<file path="src/hdl/jsd_pkg.sv">
// Shared types, constants and helper functions for the job slot dispatch table.
package jsd_pkg;

  localparam int SLOTS    = 16;
  localparam int SLOT_W   = $clog2(SLOTS);
  localparam int CNT_W    = $clog2(SLOTS + 1);
  localparam int CFG_W    = 5;
  localparam int HANDLE_W = 32;

  typedef enum logic [1:0] {
    FUNC_PUSH   = 2'd0,
    FUNC_ASSIGN = 2'd1,
    FUNC_DONE   = 2'd2,
    FUNC_NONE   = 2'd3
  } func_e;

  typedef enum logic [1:0] {
    STAT_OK        = 2'd0,
    STAT_FULL      = 2'd1,
    STAT_NO_JOB    = 2'd2,
    STAT_NOT_FOUND = 2'd3
  } status_e;

  typedef struct packed {
    logic [1:0]          func;
    logic [HANDLE_W-1:0] job_handle;
  } jsd_in_t;

  typedef struct packed {
    logic [1:0]          status;
    logic [HANDLE_W-1:0] assigned_handle;
    logic [3:0]          slot_index;
    logic [4:0]          pending_count;
    logic                table_full;
    logic                more_waiting;
    logic                all_done;
  } jsd_out_t;

  typedef struct packed {
    logic load;
    logic push;
    logic assign_job;
    logic capture;
    logic scan_start;
    logic scan_step;
    logic match_clear;
    logic fail;
    logic emit;
  } jsd_cmd_t;

  typedef struct packed {
    func_e func;
    logic  wait_found;
    logic  cand_found;
    logic  match;
    logic  out_free;
  } jsd_stat_t;

  function automatic logic [SLOT_W-1:0] lowest_idx(input logic [SLOTS-1:0] mask);
    logic [SLOT_W-1:0] idx;
    idx = '0;
    for (int i = SLOTS - 1; i >= 0; i--) begin
      if (mask[i]) begin
        idx = SLOT_W'(i);
      end
    end
    return idx;
  endfunction

  function automatic logic [CNT_W-1:0] popcount(input logic [SLOTS-1:0] mask);
    logic [CNT_W-1:0] cnt;
    cnt = '0;
    for (int i = 0; i < SLOTS; i++) begin
      cnt = cnt + CNT_W'(mask[i]);
    end
    return cnt;
  endfunction

endpackage

</file>
<file path="src/hdl/jsd_ram.sv">
// Generic single write port, single read port RAM with registered read data.
module jsd_ram #(
  parameter int WIDTH = 32,
  parameter int DEPTH = 16
) (
  input  logic                     clk_i,
  input  logic                     we_i,
  input  logic [$clog2(DEPTH)-1:0] waddr_i,
  input  logic [WIDTH-1:0]         wdata_i,
  input  logic                     re_i,
  input  logic [$clog2(DEPTH)-1:0] raddr_i,
  output logic [WIDTH-1:0]         rdata_o
);

  logic [WIDTH-1:0] mem_q [DEPTH];
  logic [WIDTH-1:0] rdata_q;

  always_ff @(posedge clk_i) begin
    if (we_i) begin
      mem_q[waddr_i] <= wdata_i;
    end
    if (re_i) begin
      rdata_q <= mem_q[raddr_i];
    end
  end

  assign rdata_o = rdata_q;

endmodule

</file>
<file path="src/hdl/jsd_ctrl.sv">
// Controller state machine sequencing push, assign and done operations.
module jsd_ctrl (
  input  logic               clk_i,
  input  logic               rst_ni,
  input  logic               in_valid_i,
  output logic               in_ready_o,
  input  jsd_pkg::jsd_stat_t stat_i,
  output jsd_pkg::jsd_cmd_t  cmd_o
);
  import jsd_pkg::*;

  typedef enum logic [5:0] {
    ST_IDLE   = 6'b000001,
    ST_DECIDE = 6'b000010,
    ST_ASG_RD = 6'b000100,
    ST_SCAN   = 6'b001000,
    ST_CMP    = 6'b010000,
    ST_EMIT   = 6'b100000
  } state_e;

  state_e state_q, state_d;

  always_comb begin
    state_d    = state_q;
    cmd_o      = '0;
    in_ready_o = 1'b0;
    case (state_q)
      ST_IDLE: begin
        in_ready_o = 1'b1;
        if (in_valid_i) begin
          cmd_o.load = 1'b1;
          state_d    = ST_DECIDE;
        end
      end
      ST_DECIDE: begin
        case (stat_i.func)
          FUNC_PUSH: begin
            cmd_o.push = 1'b1;
            state_d    = ST_EMIT;
          end
          FUNC_ASSIGN: begin
            if (stat_i.wait_found) begin
              cmd_o.assign_job = 1'b1;
              state_d          = ST_ASG_RD;
            end else begin
              cmd_o.fail = 1'b1;
              state_d    = ST_EMIT;
            end
          end
          FUNC_DONE: begin
            cmd_o.scan_start = 1'b1;
            state_d          = ST_SCAN;
          end
          default: begin
            state_d = ST_EMIT;
          end
        endcase
      end
      ST_ASG_RD: begin
        cmd_o.capture = 1'b1;
        state_d       = ST_EMIT;
      end
      ST_SCAN: begin
        if (stat_i.cand_found) begin
          cmd_o.scan_step = 1'b1;
          state_d         = ST_CMP;
        end else begin
          cmd_o.fail = 1'b1;
          state_d    = ST_EMIT;
        end
      end
      ST_CMP: begin
        if (stat_i.match) begin
          cmd_o.match_clear = 1'b1;
          state_d           = ST_EMIT;
        end else begin
          state_d = ST_SCAN;
        end
      end
      ST_EMIT: begin
        if (stat_i.out_free) begin
          cmd_o.emit = 1'b1;
          state_d    = ST_IDLE;
        end
      end
      default: begin
        state_d = ST_IDLE;
      end
    endcase
  end

  always_ff @(posedge clk_i or negedge rst_ni) begin
    if (!rst_ni) begin
      state_q <= ST_IDLE;
    end else begin
      state_q <= state_d;
    end
  end

endmodule

</file>
<file path="src/hdl/jsd_dp.sv">
// Datapath: slot marks, handle store, slot search, result and output register.
module jsd_dp (
  input  logic                       clk_i,
  input  logic                       rst_ni,
  input  jsd_pkg::jsd_in_t           in_data_i,
  input  logic                       cfg_we_i,
  input  logic [jsd_pkg::CFG_W-1:0]  cfg_wdata_i,
  output logic                       out_valid_o,
  input  logic                       out_ready_i,
  output jsd_pkg::jsd_out_t          out_data_o,
  input  jsd_pkg::jsd_cmd_t          cmd_i,
  output jsd_pkg::jsd_stat_t         stat_o
);
  import jsd_pkg::*;

  logic [CFG_W-1:0]    slots_q;
  logic [1:0]          func_q;
  logic [HANDLE_W-1:0] handle_q;
  logic [SLOT_W-1:0]   slot_q;
  status_e             res_status_q;
  logic [HANDLE_W-1:0] assigned_q;
  logic [SLOTS-1:0]    pend_q, run_q, scan_q;
  jsd_out_t            out_q;
  logic                out_valid_q;

  logic [CNT_W-1:0]    n_eff;
  logic [SLOTS-1:0]    en_mask, free_mask, wait_mask;
  logic [SLOT_W-1:0]   free_idx, wait_idx, cand_idx;
  logic [SLOTS-1:0]    free_bit, wait_bit, cand_bit, slot_bit;
  logic                free_found;
  logic [CNT_W-1:0]    pend_cnt;
  logic                ram_we, ram_re;
  logic [SLOT_W-1:0]   ram_raddr;
  logic [HANDLE_W-1:0] ram_rdata;

  always_comb begin
    if (slots_q == '0) begin
      n_eff = CNT_W'(1);
    end else if (int'(slots_q) > SLOTS) begin
      n_eff = CNT_W'(SLOTS);
    end else begin
      n_eff = CNT_W'(slots_q);
    end
    for (int i = 0; i < SLOTS; i++) begin
      en_mask[i] = (CNT_W'(i) < n_eff);
    end
  end

  assign free_mask  = ~pend_q & en_mask;
  assign wait_mask  = pend_q & ~run_q & en_mask;
  assign free_found = |free_mask;
  assign free_idx   = lowest_idx(free_mask);
  assign wait_idx   = lowest_idx(wait_mask);
  assign cand_idx   = lowest_idx(scan_q);
  assign free_bit   = {{(SLOTS-1){1'b0}}, 1'b1} << free_idx;
  assign wait_bit   = {{(SLOTS-1){1'b0}}, 1'b1} << wait_idx;
  assign cand_bit   = {{(SLOTS-1){1'b0}}, 1'b1} << cand_idx;
  assign slot_bit   = {{(SLOTS-1){1'b0}}, 1'b1} << slot_q;
  assign pend_cnt   = popcount(pend_q & en_mask);

  assign ram_we    = cmd_i.push & free_found;
  assign ram_re    = cmd_i.assign_job | cmd_i.scan_step;
  assign ram_raddr = cmd_i.assign_job ? wait_idx : cand_idx;

  jsd_ram #(
    .WIDTH (HANDLE_W),
    .DEPTH (SLOTS)
  ) u_handle_ram (
    .clk_i   (clk_i),
    .we_i    (ram_we),
    .waddr_i (free_idx),
    .wdata_i (handle_q),
    .re_i    (ram_re),
    .raddr_i (ram_raddr),
    .rdata_o (ram_rdata)
  );

  assign stat_o.func       = func_e'(func_q);
  assign stat_o.wait_found = |wait_mask;
  assign stat_o.cand_found = |scan_q;
  assign stat_o.match      = (ram_rdata == handle_q);
  assign stat_o.out_free   = ~out_valid_q | out_ready_i;

  always_ff @(posedge clk_i or negedge rst_ni) begin
    if (!rst_ni) begin
      slots_q     <= CFG_W'(16);
      pend_q      <= '0;
      run_q       <= '0;
      out_valid_q <= 1'b0;
    end else begin
      if (cfg_we_i) begin
        slots_q <= cfg_wdata_i;
      end
      if (ram_we) begin
        pend_q <= pend_q | free_bit;
        run_q  <= run_q & ~free_bit;
      end else if (cmd_i.assign_job) begin
        run_q <= run_q | wait_bit;
      end else if (cmd_i.match_clear) begin
        pend_q <= pend_q & ~slot_bit;
        run_q  <= run_q & ~slot_bit;
      end
      if (cmd_i.emit) begin
        out_valid_q <= 1'b1;
      end else if (out_ready_i) begin
        out_valid_q <= 1'b0;
      end
    end
  end

  always_ff @(posedge clk_i) begin
    if (cmd_i.load) begin
      func_q       <= in_data_i.func;
      handle_q     <= in_data_i.job_handle;
      res_status_q <= STAT_OK;
      slot_q       <= '0;
      assigned_q   <= '0;
    end
    if (cmd_i.push) begin
      if (free_found) begin
        slot_q <= free_idx;
      end else begin
        res_status_q <= STAT_FULL;
      end
    end
    if (cmd_i.assign_job) begin
      slot_q <= wait_idx;
    end
    if (cmd_i.capture) begin
      assigned_q <= ram_rdata;
    end
    if (cmd_i.scan_start) begin
      scan_q <= pend_q & run_q & en_mask;
    end
    if (cmd_i.scan_step) begin
      scan_q <= scan_q & ~cand_bit;
      slot_q <= cand_idx;
    end
    if (cmd_i.fail) begin
      slot_q <= '0;
      case (func_e'(func_q))
        FUNC_PUSH:   res_status_q <= STAT_FULL;
        FUNC_ASSIGN: res_status_q <= STAT_NO_JOB;
        default:     res_status_q <= STAT_NOT_FOUND;
      endcase
    end
    if (cmd_i.emit) begin
      out_q.status          <= res_status_q;
      out_q.assigned_handle <= assigned_q;
      out_q.slot_index      <= 4'(slot_q);
      out_q.pending_count   <= 5'(pend_cnt);
      out_q.table_full      <= (pend_cnt == n_eff);
      out_q.more_waiting    <= |wait_mask;
      out_q.all_done        <= (pend_cnt == '0);
    end
  end

  assign out_valid_o = out_valid_q;
  assign out_data_o  = out_q;

endmodule

</file>
<file path="src/hdl/job_slot_dispatch_table.sv">
// Top level of the job slot dispatch table: controller, datapath and checks.
//
// Input channel in_valid_i/in_ready_o carries one request beat (func, job_handle).
// Output channel out_valid_o/out_ready_i carries one result beat per request.
// One request is in work at a time; in_ready_o is high only while the controller
// is idle, which may overlap a result still waiting in the output register.
// A push goes from IDLE through DECIDE to EMIT; an assign also passes ASG_RD
// (handle RAM registered read); a done scans the running slots, SCAN and CMP
// per slot, and goes to EMIT on a match or from SCAN when none of them matches;
// each comparison is one RAM read and one compare.
// Func code 3 changes nothing.
// The next request is taken the cycle after a result is loaded, so a new request
// is never taken while the previous one is still in work.
// The slot count register is written through cfg_we_i/cfg_wdata_i; the user must
// write it only while idle, the block itself does not enforce this. Reset clears
// all pending and running marks, drops any result and sets the slot count to 16;
// the handle RAM is not cleared. A stalled receiver holds the result in the output
// register; the next request is accepted but its result waits in the controller until the register frees.
module job_slot_dispatch_table (
  input  logic                       clk_i,
  input  logic                       rst_ni,
  input  logic                       in_valid_i,
  output logic                       in_ready_o,
  input  jsd_pkg::jsd_in_t           in_data_i,
  output logic                       out_valid_o,
  input  logic                       out_ready_i,
  output jsd_pkg::jsd_out_t          out_data_o,
  input  logic                       cfg_we_i,
  input  logic [jsd_pkg::CFG_W-1:0]  cfg_wdata_i
);
  import jsd_pkg::*;

  jsd_cmd_t  cmd;
  jsd_stat_t stat;

  jsd_ctrl u_ctrl (
    .clk_i      (clk_i),
    .rst_ni     (rst_ni),
    .in_valid_i (in_valid_i),
    .in_ready_o (in_ready_o),
    .stat_i     (stat),
    .cmd_o      (cmd)
  );

  jsd_dp u_dp (
    .clk_i       (clk_i),
    .rst_ni      (rst_ni),
    .in_data_i   (in_data_i),
    .cfg_we_i    (cfg_we_i),
    .cfg_wdata_i (cfg_wdata_i),
    .out_valid_o (out_valid_o),
    .out_ready_i (out_ready_i),
    .out_data_o  (out_data_o),
    .cmd_i       (cmd),
    .stat_o      (stat)
  );

`ifndef SYNTHESIS
  a_emit_free: assert property (@(posedge clk_i) disable iff (!rst_ni)
    cmd.emit |-> stat.out_free)
    else $error("result loaded while output register busy");

  a_one_at_a_time: assert property (@(posedge clk_i) disable iff (!rst_ni)
    (in_valid_i && in_ready_o) |=> !in_ready_o)
    else $error("second request taken while one is in work");

  a_full_and_empty: assert property (@(posedge clk_i) disable iff (!rst_ni)
    out_valid_o |-> !(out_data_o.table_full && out_data_o.all_done))
    else $error("table reported both full and empty");

  a_fail_zero: assert property (@(posedge clk_i) disable iff (!rst_ni)
    (out_valid_o && out_data_o.status != STAT_OK) |->
      (out_data_o.slot_index == '0 && out_data_o.assigned_handle == '0))
    else $error("failed operation reports nonzero slot or handle");
`endif

endmodule
</file>
<file path="config.mk">
export PLATFORM = sky130hd
export DESIGN_NAME = job_slot_dispatch_table
export DESIGN_NICKNAME = d
export VERILOG_FILES = /design/src/hdl/jsd_pkg.sv /design/src/hdl/jsd_ram.sv /design/src/hdl/jsd_ctrl.sv /design/src/hdl/jsd_dp.sv /design/src/hdl/job_slot_dispatch_table.sv
export SDC_FILE = /design/constraint.sdc
export NUM_CORES = 1
export LEC_CHECK = 0
export ABC_AREA = 0
export BUFFER_PORTS_ARGS = -buffer_cell sky130_fd_sc_hd__buf_2
export CAP_MARGIN = 20
export CORE_UTILIZATION = 40
export DETAILED_ROUTE_END_ITERATION = 8
export GPL_ROUTABILITY_DRIVEN = 0
export SLEW_MARGIN = 40
export SYNTH_ARGS = -nofsm -noshare
export SYNTH_HDL_FRONTEND = slang
export SYNTH_SLANG_ARGS = --single-unit
</file>
<file path="constraint.sdc">
create_clock -name clk_i -period 5.2 [get_ports clk_i]
set_clock_uncertainty 0.2 [all_clocks]
set_input_delay 0.26 -clock clk_i [delete_from_list [all_inputs] [get_ports clk_i]]
set_output_delay 0.26 -clock clk_i [all_outputs]
set_load 0.01 [all_outputs]
</file>
### Word-level counts from Yosys, hierarchy flattened

Memory sizes are Yosys's and may differ from the RTL's. A register that Yosys moved wholly into a read port is not among the register bits.
Index checks and enable logic that the tools add are counted.

| word-level totals | value |
|---|---|
| register bits | 178 |
| memory bits (writable) | 512 |
| output and inout port bits | 48 |
| memories kept | 1 |

Memory list:

| name | depth | width | rd ports | clocked after memory_dff | wr ports | line | text |
|---|---|---|---|---|---|---|---|
| u_dp.u_handle_ram.mem_q | 16 | 32 | 1 | 1 | 1 | jsd_ram.sv:15 | `logic [WIDTH-1:0] mem_q [DEPTH];` |

| cells by class | value |
|---|---|
| add/sub/neg operators | 15 |
| $lt $le $gt $ge | 17 |
| equal/unequal tests | 13 |
| shift operators | 4 |
| muxes and demuxes | 102 |
| bitwise operators | 21 |
| reduce and logical (&&, ||, !) cells | 13 |

Operators with widths:

| operator | count |
|---|---|
| 4-bit two-way mux | 54 |
| 16-bit bitwise AND | 10 |
| 16-bit two-way mux | 8 |
| 16-bit NOT | 5 |
| 5-bit by 1-bit adder with 5-bit output | 14 |
| 32-bit two-way mux | 2 |
| 1-bit by 4-bit left shift with 16-bit output, first input constant | 4 |
| 16-bit OR reduction | 3 |
| 4-bit by 5-bit less-than comparator with 1-bit output, first input constant | 8 |
| 6-bit one-hot mux with 6 select lines | 1 |
| 32-bit == test | 1 |
| 16-bit OR | 2 |
| 6-bit two-way mux | 5 |
| 1-bit two-way mux | 22 |
| 3-bit by 5-bit less-than comparator with 1-bit output, first input constant | 4 |
| 6-bit one-hot mux with 2 select lines | 1 |
| 5-bit logical NOT | 2 |
| 1-bit by 5-bit less-than comparator with 1-bit output, first input constant | 2 |
| 2-bit by 5-bit less-than comparator with 1-bit output, first input constant | 2 |
| 2-bit two-way mux | 5 |
| 5-bit two-way mux | 2 |
| 2-bit nonzero test | 4 |
| 6-bit by 1-bit == test with 1-bit output, second input constant | 1 |
| 6-bit by 2-bit == test with 1-bit output, second input constant | 1 |
| other kinds (18) | 22 |

### Logic depth before layout (Yosys ltp)

Gate-level depths: netlist (run 1).

| logic depth | value |
|---|---|
| word-level depth | 25 |
| mapped depth | 22 |
| mapped depth without buffers | 21 |

### Hierarchy

From an unflattened synthesis (run 1), not the netlist that was laid out.

| unflattened totals | value |
|---|---|
| cell total of the unflattened synthesis | 1651 |
| area, all modules | 29258.1 um^2 |

Modules (own cells, without submodules):

| module | instances | cells each | area an instance (um^2) | seq. area each (um^2) |
|---|---|---|---|---|
| jsd_ram | 1 | 838 | 20155.6 | 16335.7 |
| jsd_dp | 1 | 765 | 8705.8 | 4916.0 |
| jsd_ctrl | 1 | 48 | 396.6 | 151.4 |

### Least setup slack after synthesis (run 1)

No wires, ideal clock.

| path | value |
|---|---|
| path type | reg2reg |
| from | reg u_dp.slots_q[1] |
| to | reg u_dp.out_q, in the netlist u_dp.out_data_o[2], data pin |
| arrival time | 4.825 ns |
| setup slack | -0.083 ns |
| cell stages (with the launch flop) | 21 |
| buffers on the path | 1 |
| clock period less this slack | 5.283 ns |
| cell sequence | dfrtp_1 buf_2 o41ai_1 inv_1 ha_1 inv_1 fa_1 fa_1 fa_1 inv_1 fa_1 fa_1 a21o_1 a21oi_1 xnor2_1 xnor2_1 nand2_1 o41ai_1 a32oi_1 o32a_1 nor2_1 |

| between the ends | value |
|---|---|
| longest elaborated chain between the ends | 21 |

RTL lines:

| item | line | text |
|---|---|---|
| start: declaration | jsd_dp.sv:16 | `logic [CFG_W-1:0] slots_q;` |
| start signal: assignment | jsd_dp.sv:92 | `slots_q <= cfg_wdata_i;` |
| 5-bit greater-than comparator | jsd_dp.sv:39 | `end else if (int'(slots_q) > SLOTS) begin` |
| 5-bit two-way mux | jsd_dp.sv:39 |  |
| 5-bit two-way mux * | jsd_dp.sv:37 | `if (slots_q == '0) begin` |
| 1-bit by 5-bit less-than comparator with 1-bit output | jsd_dp.sv:45 | `en_mask[i] = (CNT_W'(i) < n_eff);` |
| 16-bit bitwise AND * | jsd_dp.sv:59 | `assign pend_cnt = popcount(pend_q & en_mask);` |
| 1-bit by 1-bit adder with 2-bit output | jsd_pkg.sv:74 | `cnt = cnt + CNT_W'(mask[i]);` |
| 5-bit by 1-bit adder with 5-bit output (13 in series) | jsd_pkg.sv:74 |  |
| 5-bit by 1-bit adder with 5-bit output * | jsd_pkg.sv:74 |  |
| via u_dp.pend_cnt[3] | jsd_dp.sv:31 | `logic [CNT_W-1:0] pend_cnt;` |
| 5-bit == test * | jsd_dp.sv:152 | `out_q.table_full <= (pend_cnt == n_eff);` |
| end: declaration | jsd_dp.sv:23 | `jsd_out_t out_q;` |

Mark *: on every way through the listed nets, which the timed path passes. The rest lies on a longest branch.
A chain may end at the register's enable or synchronous reset.

### Worst setup path in the final report (run 1)

Ends and elaborated chain as after synthesis.

==> results of run 1 <==
==> per-layer routing <==
layer | global-route usage [%] | share of wire [%]
met5 | 0 | 0.014
met4 | 8.26 | 3.4
met3 | 3.84 | 7.1
met2 | 32.5 | 46
met1 | 28.4 | 43
==> critical path: stages (launching register included) <==
cell,delay (ns)
dfrtp_2,0.43
o41ai_4,0.34
inv_1,0.09
ha_1,0.29
inv_1,0.04
fa_1,0.50
fa_1,0.44
fa_1,0.50
inv_1,0.05
fa_1,0.45
fa_2,0.35
a21o_1,0.17
a21oi_2,0.16
xnor2_2,0.16
xnor2_1,0.09
nand2_1,0.07
o41ai_1,0.06
a32oi_1,0.16
o32a_1,0.17
nor2_1,0.04
==> cells in the mapped netlist (all sizes together), types with 15 or more instances <==
library cell  count  area [um2]
a221oi           39         342
mux2i            97         971
a221o            59         591
dfrtp            42        1050
nand3            86         430
o21ai            67         335
edfxtp          672       20200
and2             36         225
a31oi            33         206
nand4            15        93.8
nor2             78         295
clkbuf           62         233
nor3             19         100
nand2b           19         119
o211ai           21         158
a21oi           151         767
inv              36         135
buf              54         313
nand2           279        1050
xnor2            36         315
==> cells by family (layout without fill, tap and decap cells) <==
kind of cell,Yosys count,in the layout,synth area share (%)
muxes,101,101,3.42
DFF,722,722,72.0
AOI/OAI and AO/OA,466,466,10.9
xor gates and xnor gates,38,38,1.12
buffers and inverters,152,396,2.29
adders and majority gates,19,19,1.05
and+or+nand+nor,590,590,9.18
==> power groups by stage <==
| stage | clock, W | sequential [W] | combinational (W) |
|---|---|---|---|
| after global placement | 0 | 0.00725 | 0.00132 |
| after detailed placement | 0 | 0.00727 | 0.00134 |
| after global routing | 0.00581 | 0.00719 | 0.00151 |
| after floorplan | 0 | 0.00714 | 0.000849 |
| final | 0.00548 | 0.00716 | 0.00139 |
| after CTS | 0.00558 | 0.00715 | 0.00139 |
==> cell type report <==
cell class	count	area share (%)
repair buffers	219	5.04
flip-flops and latches	722	61.3
well taps	959	3.44
multi-input cells	1214	22.5
clock inverters	53	1.47
inverters	36	0.394
clock buffers	88	5.82
==> stage by stage <==
stage	worst slack (ns)	total power (W)	std cells	hold slack [ns]
after floorplan	0.0308	0.00799	2088	-0.236
after global placement	0.114	0.00857	3097	0.202
after detailed placement	0.00461	0.00861	3098	0.0918
after CTS	0.00706	0.0141	3289	0.0907
after global routing	-0.0212	0.0145	3291	0.126
final	0.208	0.0140	3291	0.132
==> how the worst max path moves through the flow <==
| stage | from | to | cells after the start |
|---|---|---|---|
| 5_1_grt | u_dp.slots_q[1]$_DFFE_PN0P_ | u_dp.out_data_o[2]$_DFFE_PP_ | 17 |
| 4_1_cts | u_dp.slots_q[4]$_DFFE_PN1P_ | u_dp.out_data_o[2]$_DFFE_PP_ | 19 |
| 2_1_floorplan | u_dp.slots_q[1]$_DFFE_PN0P_ | u_dp.out_data_o[2]$_DFFE_PP_ | 20 |
| 3_3_place_gp | u_dp.slots_q[4]$_DFFE_PN1P_ | u_dp.out_data_o[2]$_DFFE_PP_ | 19 |
| 6_report | u_dp.slots_q[1]$_DFFE_PN0P_ | u_dp.out_data_o[2]$_DFFE_PP_ | 19 |
| 3_5_place_dp | u_dp.slots_q[1]$_DFFE_PN0P_ | u_dp.out_data_o[2]$_DFFE_PP_ | 18 |
==> layout by cell type, fill, tap and decap left out, types with 7 or more instances in the layout <==
master,count
edfxtp_1,672
nand2_1,276
a21oi_1,148
mux2i_1,97
buf_2,90
nand3_1,86
clkbuf_16,79
o21ai_0,63
buf_4,62
nor2_1,60
a221o_1,59
dlygate4sd3_1,49
dfrtp_1,41
a221oi_1,39
and2_1,36
inv_1,35
xnor2_1,35
a31oi_1,33
o211ai_1,21
nor3_1,18
nand2b_1,17
nor2_4,17
clkinv_1,17
nand4_1,15
clkinv_2,15
buf_12,15
nor2b_1,10
a22oi_1,9
fa_1,9
ha_1,9
or2_2,8
o22ai_1,8
a2bb2oi_1,8
or3_1,7
nor4_1,7
clkbuf_1,7
bufinv_16,7
==> repair_timing <==
action / 4_1_cts / 5_1_grt
hold endpoints to repair: 86 / 0
pin swaps: 0 / 2
gates cloned: 0 / 0
endpoints found under the setup margin: 1 / 1
gates resized for setup: 4 / 6
hold buffers: 50 / 0
buffers inserted: 0 / 2
==> state kept, by name, indices dropped and copies added (netlist names) <==
signal,cells
u_ctrl.state_q,6
u_dp.assigned_q,32
u_dp.func_q,2
u_dp.handle_q,32
u_dp.out_data_o,46
u_dp.out_valid_o,1
u_dp.pend_q,16
u_dp.res_status_q,2
u_dp.run_q,16
u_dp.scan_q,16
u_dp.slot_q,4
u_dp.slots_q,5
u_dp.u_handle_ram.mem_q,512
u_dp.u_handle_ram.rdata_o,32
==> run metrics, run 1 <==
DRT iter0 DRCs between 2000 and 2500; worst endpoint required time around 5.4 ns; end of the worst register-to-register path u_dp.out_data_o[2]$_DFFE_PP_; overall global routing resource usage 20.7%; aggregate global routing overflow 0; first-pass GRT wire length between 100000 and 150000 um; initial antenna violation count 2; clock-pin transition on the worst setup and hold timing paths roughly 0.060 ns; share of cells above drive strength 1 between 10% and 20%; Initial Utilization approximately two fifths; area of all placed cells without fillers 34900 um2; number of flops mapped to enable cells by yosys about 670; placed inst area roughly 32000 um2; class of the most critical hold timing path in -> reg; height of the die 275 um; max-capacitance violation count 0; Internal Pwr Total 0.0105 W; ANT nets after route 0; transition at the pin with the smallest max-transition slack a little over 0.8 ns; hold depth 2; crit path capture type register; drt drc 4; ANT cells 0; floorplan core area 73200 um2; Power Density 402 nW/um2; DR vias 18700; failing checks DRC; buffer cell driving the clock tree root clkbuf_16; final period utilization between 90% and 100%; die area 75400 um2; number of max-slew violations in the final report 0; sink of the worst hold path u_dp.handle_q[28]$_DFFE_PP_; count of state elements after synthesis around 720; TritonCTS clock tree done; Net Switching approximately 0.0035 W; power share of the sequential group slightly above 50%; status finished with violations; startpoint of the lowest-slack hold path in_data_i[28]; TritonCTS Sinks roughly 720; filler cell count approximately 6300; most instantiated flip-flop cell in the synthesis netlist edfxtp_1; Crit path arrival time around 5.2 ns; start of the worst register-to-register path u_dp.slots_q[1]$_DFFE_PN0P_; maximum number of pins on one net before global-route repair roughly 110; Util after Layout a little under half; via/cell ratio about 5.7; Row Count between 90 and 100; number of distinct library cell variants in the gate-level netlist after synthesis between 80 and 90; Seq/Total Area, Yosys just over 70%; RSZ-0062 raised after global routing yes; Leak Pwr 12.1 nW; number of warning messages in the yosys log 0; count of TritonRoute iterations in the first routing pass 8; highest attainable clock frequency around 200 MHz; Synth Instances 2088; drt wl/cell between 20 and 25 um; slack of the worst reg-to-reg path 0.21 ns; worst voltage drop across the vdd grid 0.227 mV; Clock Power Share 39.1%; number of H-tree levels 3; share of power burned in combinational logic 9.9%; mean post-synth cell area 14.2 um2; I/O pin count 92; number of hold violations in the final report 0; sum of net half-perimeters after detailed placement 45000 um; summed instance area of the synthesized netlist slightly below 30000 um2; clock latency at the later pin of the worst-skew pair around 0.64 ns; Post-Syn Nets 2151; maximum fanout along the worst path 3; number of input and output port buffers inserted between 90 and 100; switching power as a share of total power approximately a quarter; horizontal extent of the die 275 um; area used by multi-input combinational logic 7860 um2; category of the worst setup path launch point register; clk buf depth 3; kind of critical path reg -> reg; share of synthesized flip-flops with an asynchronous set or reset under 10%; logic depth of the worst register-to-register path 19; Seq. cell area roughly 21000 um2; via count of the first global-routing pass roughly 18000; max-slew headroom at the worst pin between 40% and 50%; time the final worst path needs with I/O delays and setup 4.99 ns; drt total wl between 70000 and 80000 um; number of buffers added by the clock tree synthesis step 77; setup total negative slack 0 ns; nets@finish about 2300; Setup Viol. Count Final 0; signed area change from the synthesized netlist to the final layout 17.5%
Power figures use the tool's default switching activity.
==> run 2: changes to the inputs <==
--- a/config.mk
+++ b/config.mk
@@ -6,6 +6,7 @@
 export NUM_CORES = 1
 export LEC_CHECK = 0
 export ABC_AREA = 0
+export ABC_CLOCK_PERIOD_IN_PS = 5200
 export BUFFER_PORTS_ARGS = -buffer_cell sky130_fd_sc_hd__buf_2
 export CAP_MARGIN = 20
 export CORE_UTILIZATION = 40
@@ -14,4 +15,5 @@
 export SLEW_MARGIN = 40
 export SYNTH_ARGS = -nofsm -noshare
 export SYNTH_HDL_FRONTEND = slang
+export SYNTH_HIERARCHICAL = 1
 export SYNTH_SLANG_ARGS = --single-unit
==> run metrics, run 2 <==
status completed (was finished with violations); setup total negative slack 0 ns (unchanged); Power Density 416 nW/um2 (was 402 nW/um2); initial antenna violation count 1 (was 2); switching power as a share of total power 25.6% (was 25.3%); max-slew headroom at the worst pin 41.7% (was 44.9%); nets@finish 1925 (was 2333); TritonCTS Sinks 722 (unchanged); category of the worst setup path launch point register (unchanged); number of hold violations in the final report 0 (unchanged); sum of net half-perimeters after detailed placement 42600 um (was 45000 um); RSZ-0062 raised after global routing no (was yes); DRT iter0 DRCs 1983 (was 2005); DR vias 16800 (was 18700); number of flops mapped to enable cells by yosys 672 (unchanged); Crit path arrival time 5.23 ns (was 5.17 ns); buffer cell driving the clock tree root clkbuf_16 (unchanged); most common library cell in the layout ignoring fill and taps edfxtp_1 (unchanged); number of buffers added by the clock tree synthesis step 77 (unchanged); number of warning messages in the yosys log 6 (was 0); floorplan core area 72000 um2 (was 73200 um2); horizontal extent of the die 272 um (was 275 um); max-capacitance violation count 0 (unchanged); count of state elements after synthesis 722 (unchanged); Row Count 98 (was 99); share of cells above drive strength 1 23.6% (was 15.1%); share of synthesized flip-flops with an asynchronous set or reset 6.09% (unchanged); highest attainable clock frequency 201 MHz (was 200 MHz); summed instance area of the synthesized netlist 29300 um2 (was 29700 um2); TritonCTS clock tree done (unchanged); clock-pin transition on the worst setup and hold timing paths 0.06 ns (about the same); overall global routing resource usage 20.2% (was 20.7%); Net Switching 0.00367 W (was 0.00355 W); worst voltage drop across the vdd grid 0.238 mV (was 0.227 mV); Util after Layout 48.0% (was 47.7%); Internal Pwr Total 0.0107 W (was 0.0105 W); count of TritonRoute iterations in the first routing pass 6 (was 8); drt wl/cell 25.9 um (was 23.7 um); worst endpoint required time 5.45 ns (was 5.38 ns); Setup Viol. Count Final 0 (unchanged); filler cell count 6000 (was 6273); number of max-slew violations in the final report 0 (unchanged); dominant cells by area after synthesis edfxtp_1 69%, mux4_2 9.9%, dfrtp_1 3.6%, a22oi_1 1.7%, xor2_1 1.0% (was edfxtp_1 68%, dfrtp_1 3.5%, nand2_1 3.5%, mux2i_1 3.3%, a21oi_1 2.5%); most instantiated flip-flop cell in the synthesis netlist edfxtp_1 (unchanged); number of input and output port buffers inserted 91 (unchanged); kind of critical path reg -> reg (unchanged); area share of the largest cell type after synthesis 69.0% (was 67.9%); clock latency at the later pin of the worst-skew pair 0.62 ns (was 0.64 ns); worst-case setup slack after placement 0.156 ns (was 0.00461 ns); time the final worst path needs with I/O delays and setup 4.98 ns (was 4.99 ns); number of H-tree levels 3 (unchanged); Seq/Total Area, Yosys 73.2% (was 72.0%); Leak Pwr 11.3 nW (was 12.1 nW); commonest cells after routing, fill and taps aside 672 x edfxtp_1, 128 x mux4_2, 90 x buf_2 (was 672 x edfxtp_1, 276 x nand2_1, 148 x a21oi_1); maximum number of pins on one net before global-route repair 53 (was 107); via count of the first global-routing pass 16700 (was 18300); share of power burned in combinational logic 11.4% (was 9.9%); most numerous cell in the Yosys netlist edfxtp_1 (unchanged); fin worst setup slack 0.219 ns (was 0.208 ns); number of flip-flops under the largest register name 512 (unchanged); signed area change from the synthesized netlist to the final layout 18.0% (was 17.5%); drt drc 0 (was 4); ANT nets after route 0 (unchanged); library cell occupying the most area in the post-synthesis netlist edfxtp_1 (unchanged); final hold slack 0.142 ns (was 0.132 ns); height of the die 272 um (was 275 um); Initial Utilization 40.6% (about the same); number of distinct library cell variants in the gate-level netlist after synthesis 84 (was 86); top post-synthesis cells by count 672 x edfxtp_1, 128 x mux4_2, 74 x nand2_1, 66 x a22oi_1, 61 x nor2_1 (was 672 x edfxtp_1, 279 x nand2_1, 150 x a21oi_1, 97 x mux2i_1, 86 x nand3_1); via/cell ratio 5.83 (was 5.68); maximum fanout along the worst path 8 (was 3); crit path capture type register (unchanged); clk buf depth 3 (unchanged); power share of the sequential group 50.7% (was 51.0%); transition at the pin with the smallest max-transition slack 0.873 ns (was 0.826 ns); mean post-synth cell area 17.7 um2 (was 14.2 um2); class of the most critical hold timing path in -> reg (unchanged); first-pass GRT wire length 110000 um (was 116000 um); register name with the most flops u_dp/u_handle_ram/mem_q (was u_dp.u_handle_ram.mem_q); Post-Syn Nets 1710 (was 2151); Clock Power Share 37.8% (was 39.1%); drt total wl 74600 um (was 78100 um); I/O pin count 92 (unchanged); final period utilization 95.8% (was 96.0%); die area 74200 um2 (was 75400 um2); Synth Instances 1651 (was 2088); aggregate global routing overflow 0 (unchanged)
run 2: cell types whose count changed in the layout (fill, tap and decap cells not counted), sizes merged, moves of 59 or more:
cell,change
nand3,-60
nand2,-205
a21oi,-124
mux4,+128
a221o,-59
mux2i,-97
run 2: final timing paths:
path	start	end	slack (ns)	cells after the start
worst max-delay path	u_dp/slots_q[2]$_DFFE_PN0P_	u_dp/out_data_o[2]$_DFFE_PP_	0.22	16
worst min-delay path	in_data_i[17]	u_dp/handle_q[17]$_DFFE_PP_	0.14	2
worst max register to register	u_dp/slots_q[2]$_DFFE_PN0P_	u_dp/out_data_o[2]$_DFFE_PP_	0.22	16
worst min register to register	u_dp/assigned_q[16]$_SDFFCE_PN0P_	u_dp/out_data_o[28]$_DFFE_PP_	0.22	0
max in group asynchronous	rst_ni	u_dp/run_q[11]$_DFFE_PN0P_	3.26	4
min in group asynchronous	rst_ni	u_dp/slots_q[0]$_DFFE_PN0P_	0.54	3
run 2: cell families after synthesis:
group / after synthesis / synth area share, %
xor+xnor: 38 / 1.14
flops: 722 / 73.2
fa+ha+maj: 15 / 0.898
simple gates: 348 / 6.31
mux: 132 / 10.0
compound gates: 283 / 6.81
buf+inv: 113 / 1.68
run 2: layout make-up:
| class | instances | area (um2) | share of cell area, % |
|---|---|---|---|
| Sequential cell | 722 | 21400 | 62.0 |
| Clock buffer | 97 | 2070 | 6.01 |
| Timing Repair Buffer | 208 | 1680 | 4.86 |
| Antenna cell | 1 | 2.50 | 0.00725 |
| Inverter | 41 | 154 | 0.446 |
| Multi-Input combinational cell | 816 | 7580 | 22.0 |
| Tap cell | 950 | 1190 | 3.44 |
| Clock inverter | 43 | 434 | 1.26 |
run 2: per-stage QoR:
| stage | total power, W | area (um2) | instances |
|---|---|---|---|
| 6_report | 0.0144 | 34500 | 2878 |
| 4_1_cts | 0.0145 | 34400 | 2874 |
| 2_1_floorplan | 0.00829 | 29300 | 1651 |
| 5_1_grt | 0.0149 | 34500 | 2877 |
| 3_5_place_dp | 0.00900 | 31400 | 2684 |
| 3_3_place_gp | 0.00895 | 31400 | 2684 |
run 2: worst max-delay path, stage by stage (launching register included):
cell	delay (ns)
dfrtp_1	0.49
o21a_1	0.24
o21ai_1	0.21
inv_1	0.10
fa_1	0.49
inv_1	0.05
fa_1	0.46
fa_1	0.53
fa_1	0.55
inv_1	0.04
ha_1	0.21
fa_1	0.61
nand2_1	0.08
nor3_1	0.15
a31oi_1	0.06
o32a_1	0.18
nor3_1	0.14
run 2: layer usage:
metal,track usage (%),share of wire [%]
met5,0,0
met4,5.57,2.2
met3,3.48,7.5
met2,32.3,47
met1,28.6,43
run 2: what timing repair did:
item	in CTS	in global routing
setup buffers	0	2
endpoints found under the setup margin	0	2
endpoints found under the hold margin	86	0
hold buffers	50	0
resized for setup	0	4
run 2: power groups by stage:
stage	registers [W]	logic (W)	clock network (W)
global route	0.00733	0.00178	0.00576
CTS	0.00728	0.00164	0.00553
finish	0.00728	0.00164	0.00543
global placement	0.00737	0.00158	0
detailed placement	0.00740	0.00160	0
floorplan	0.00725	0.00103	0
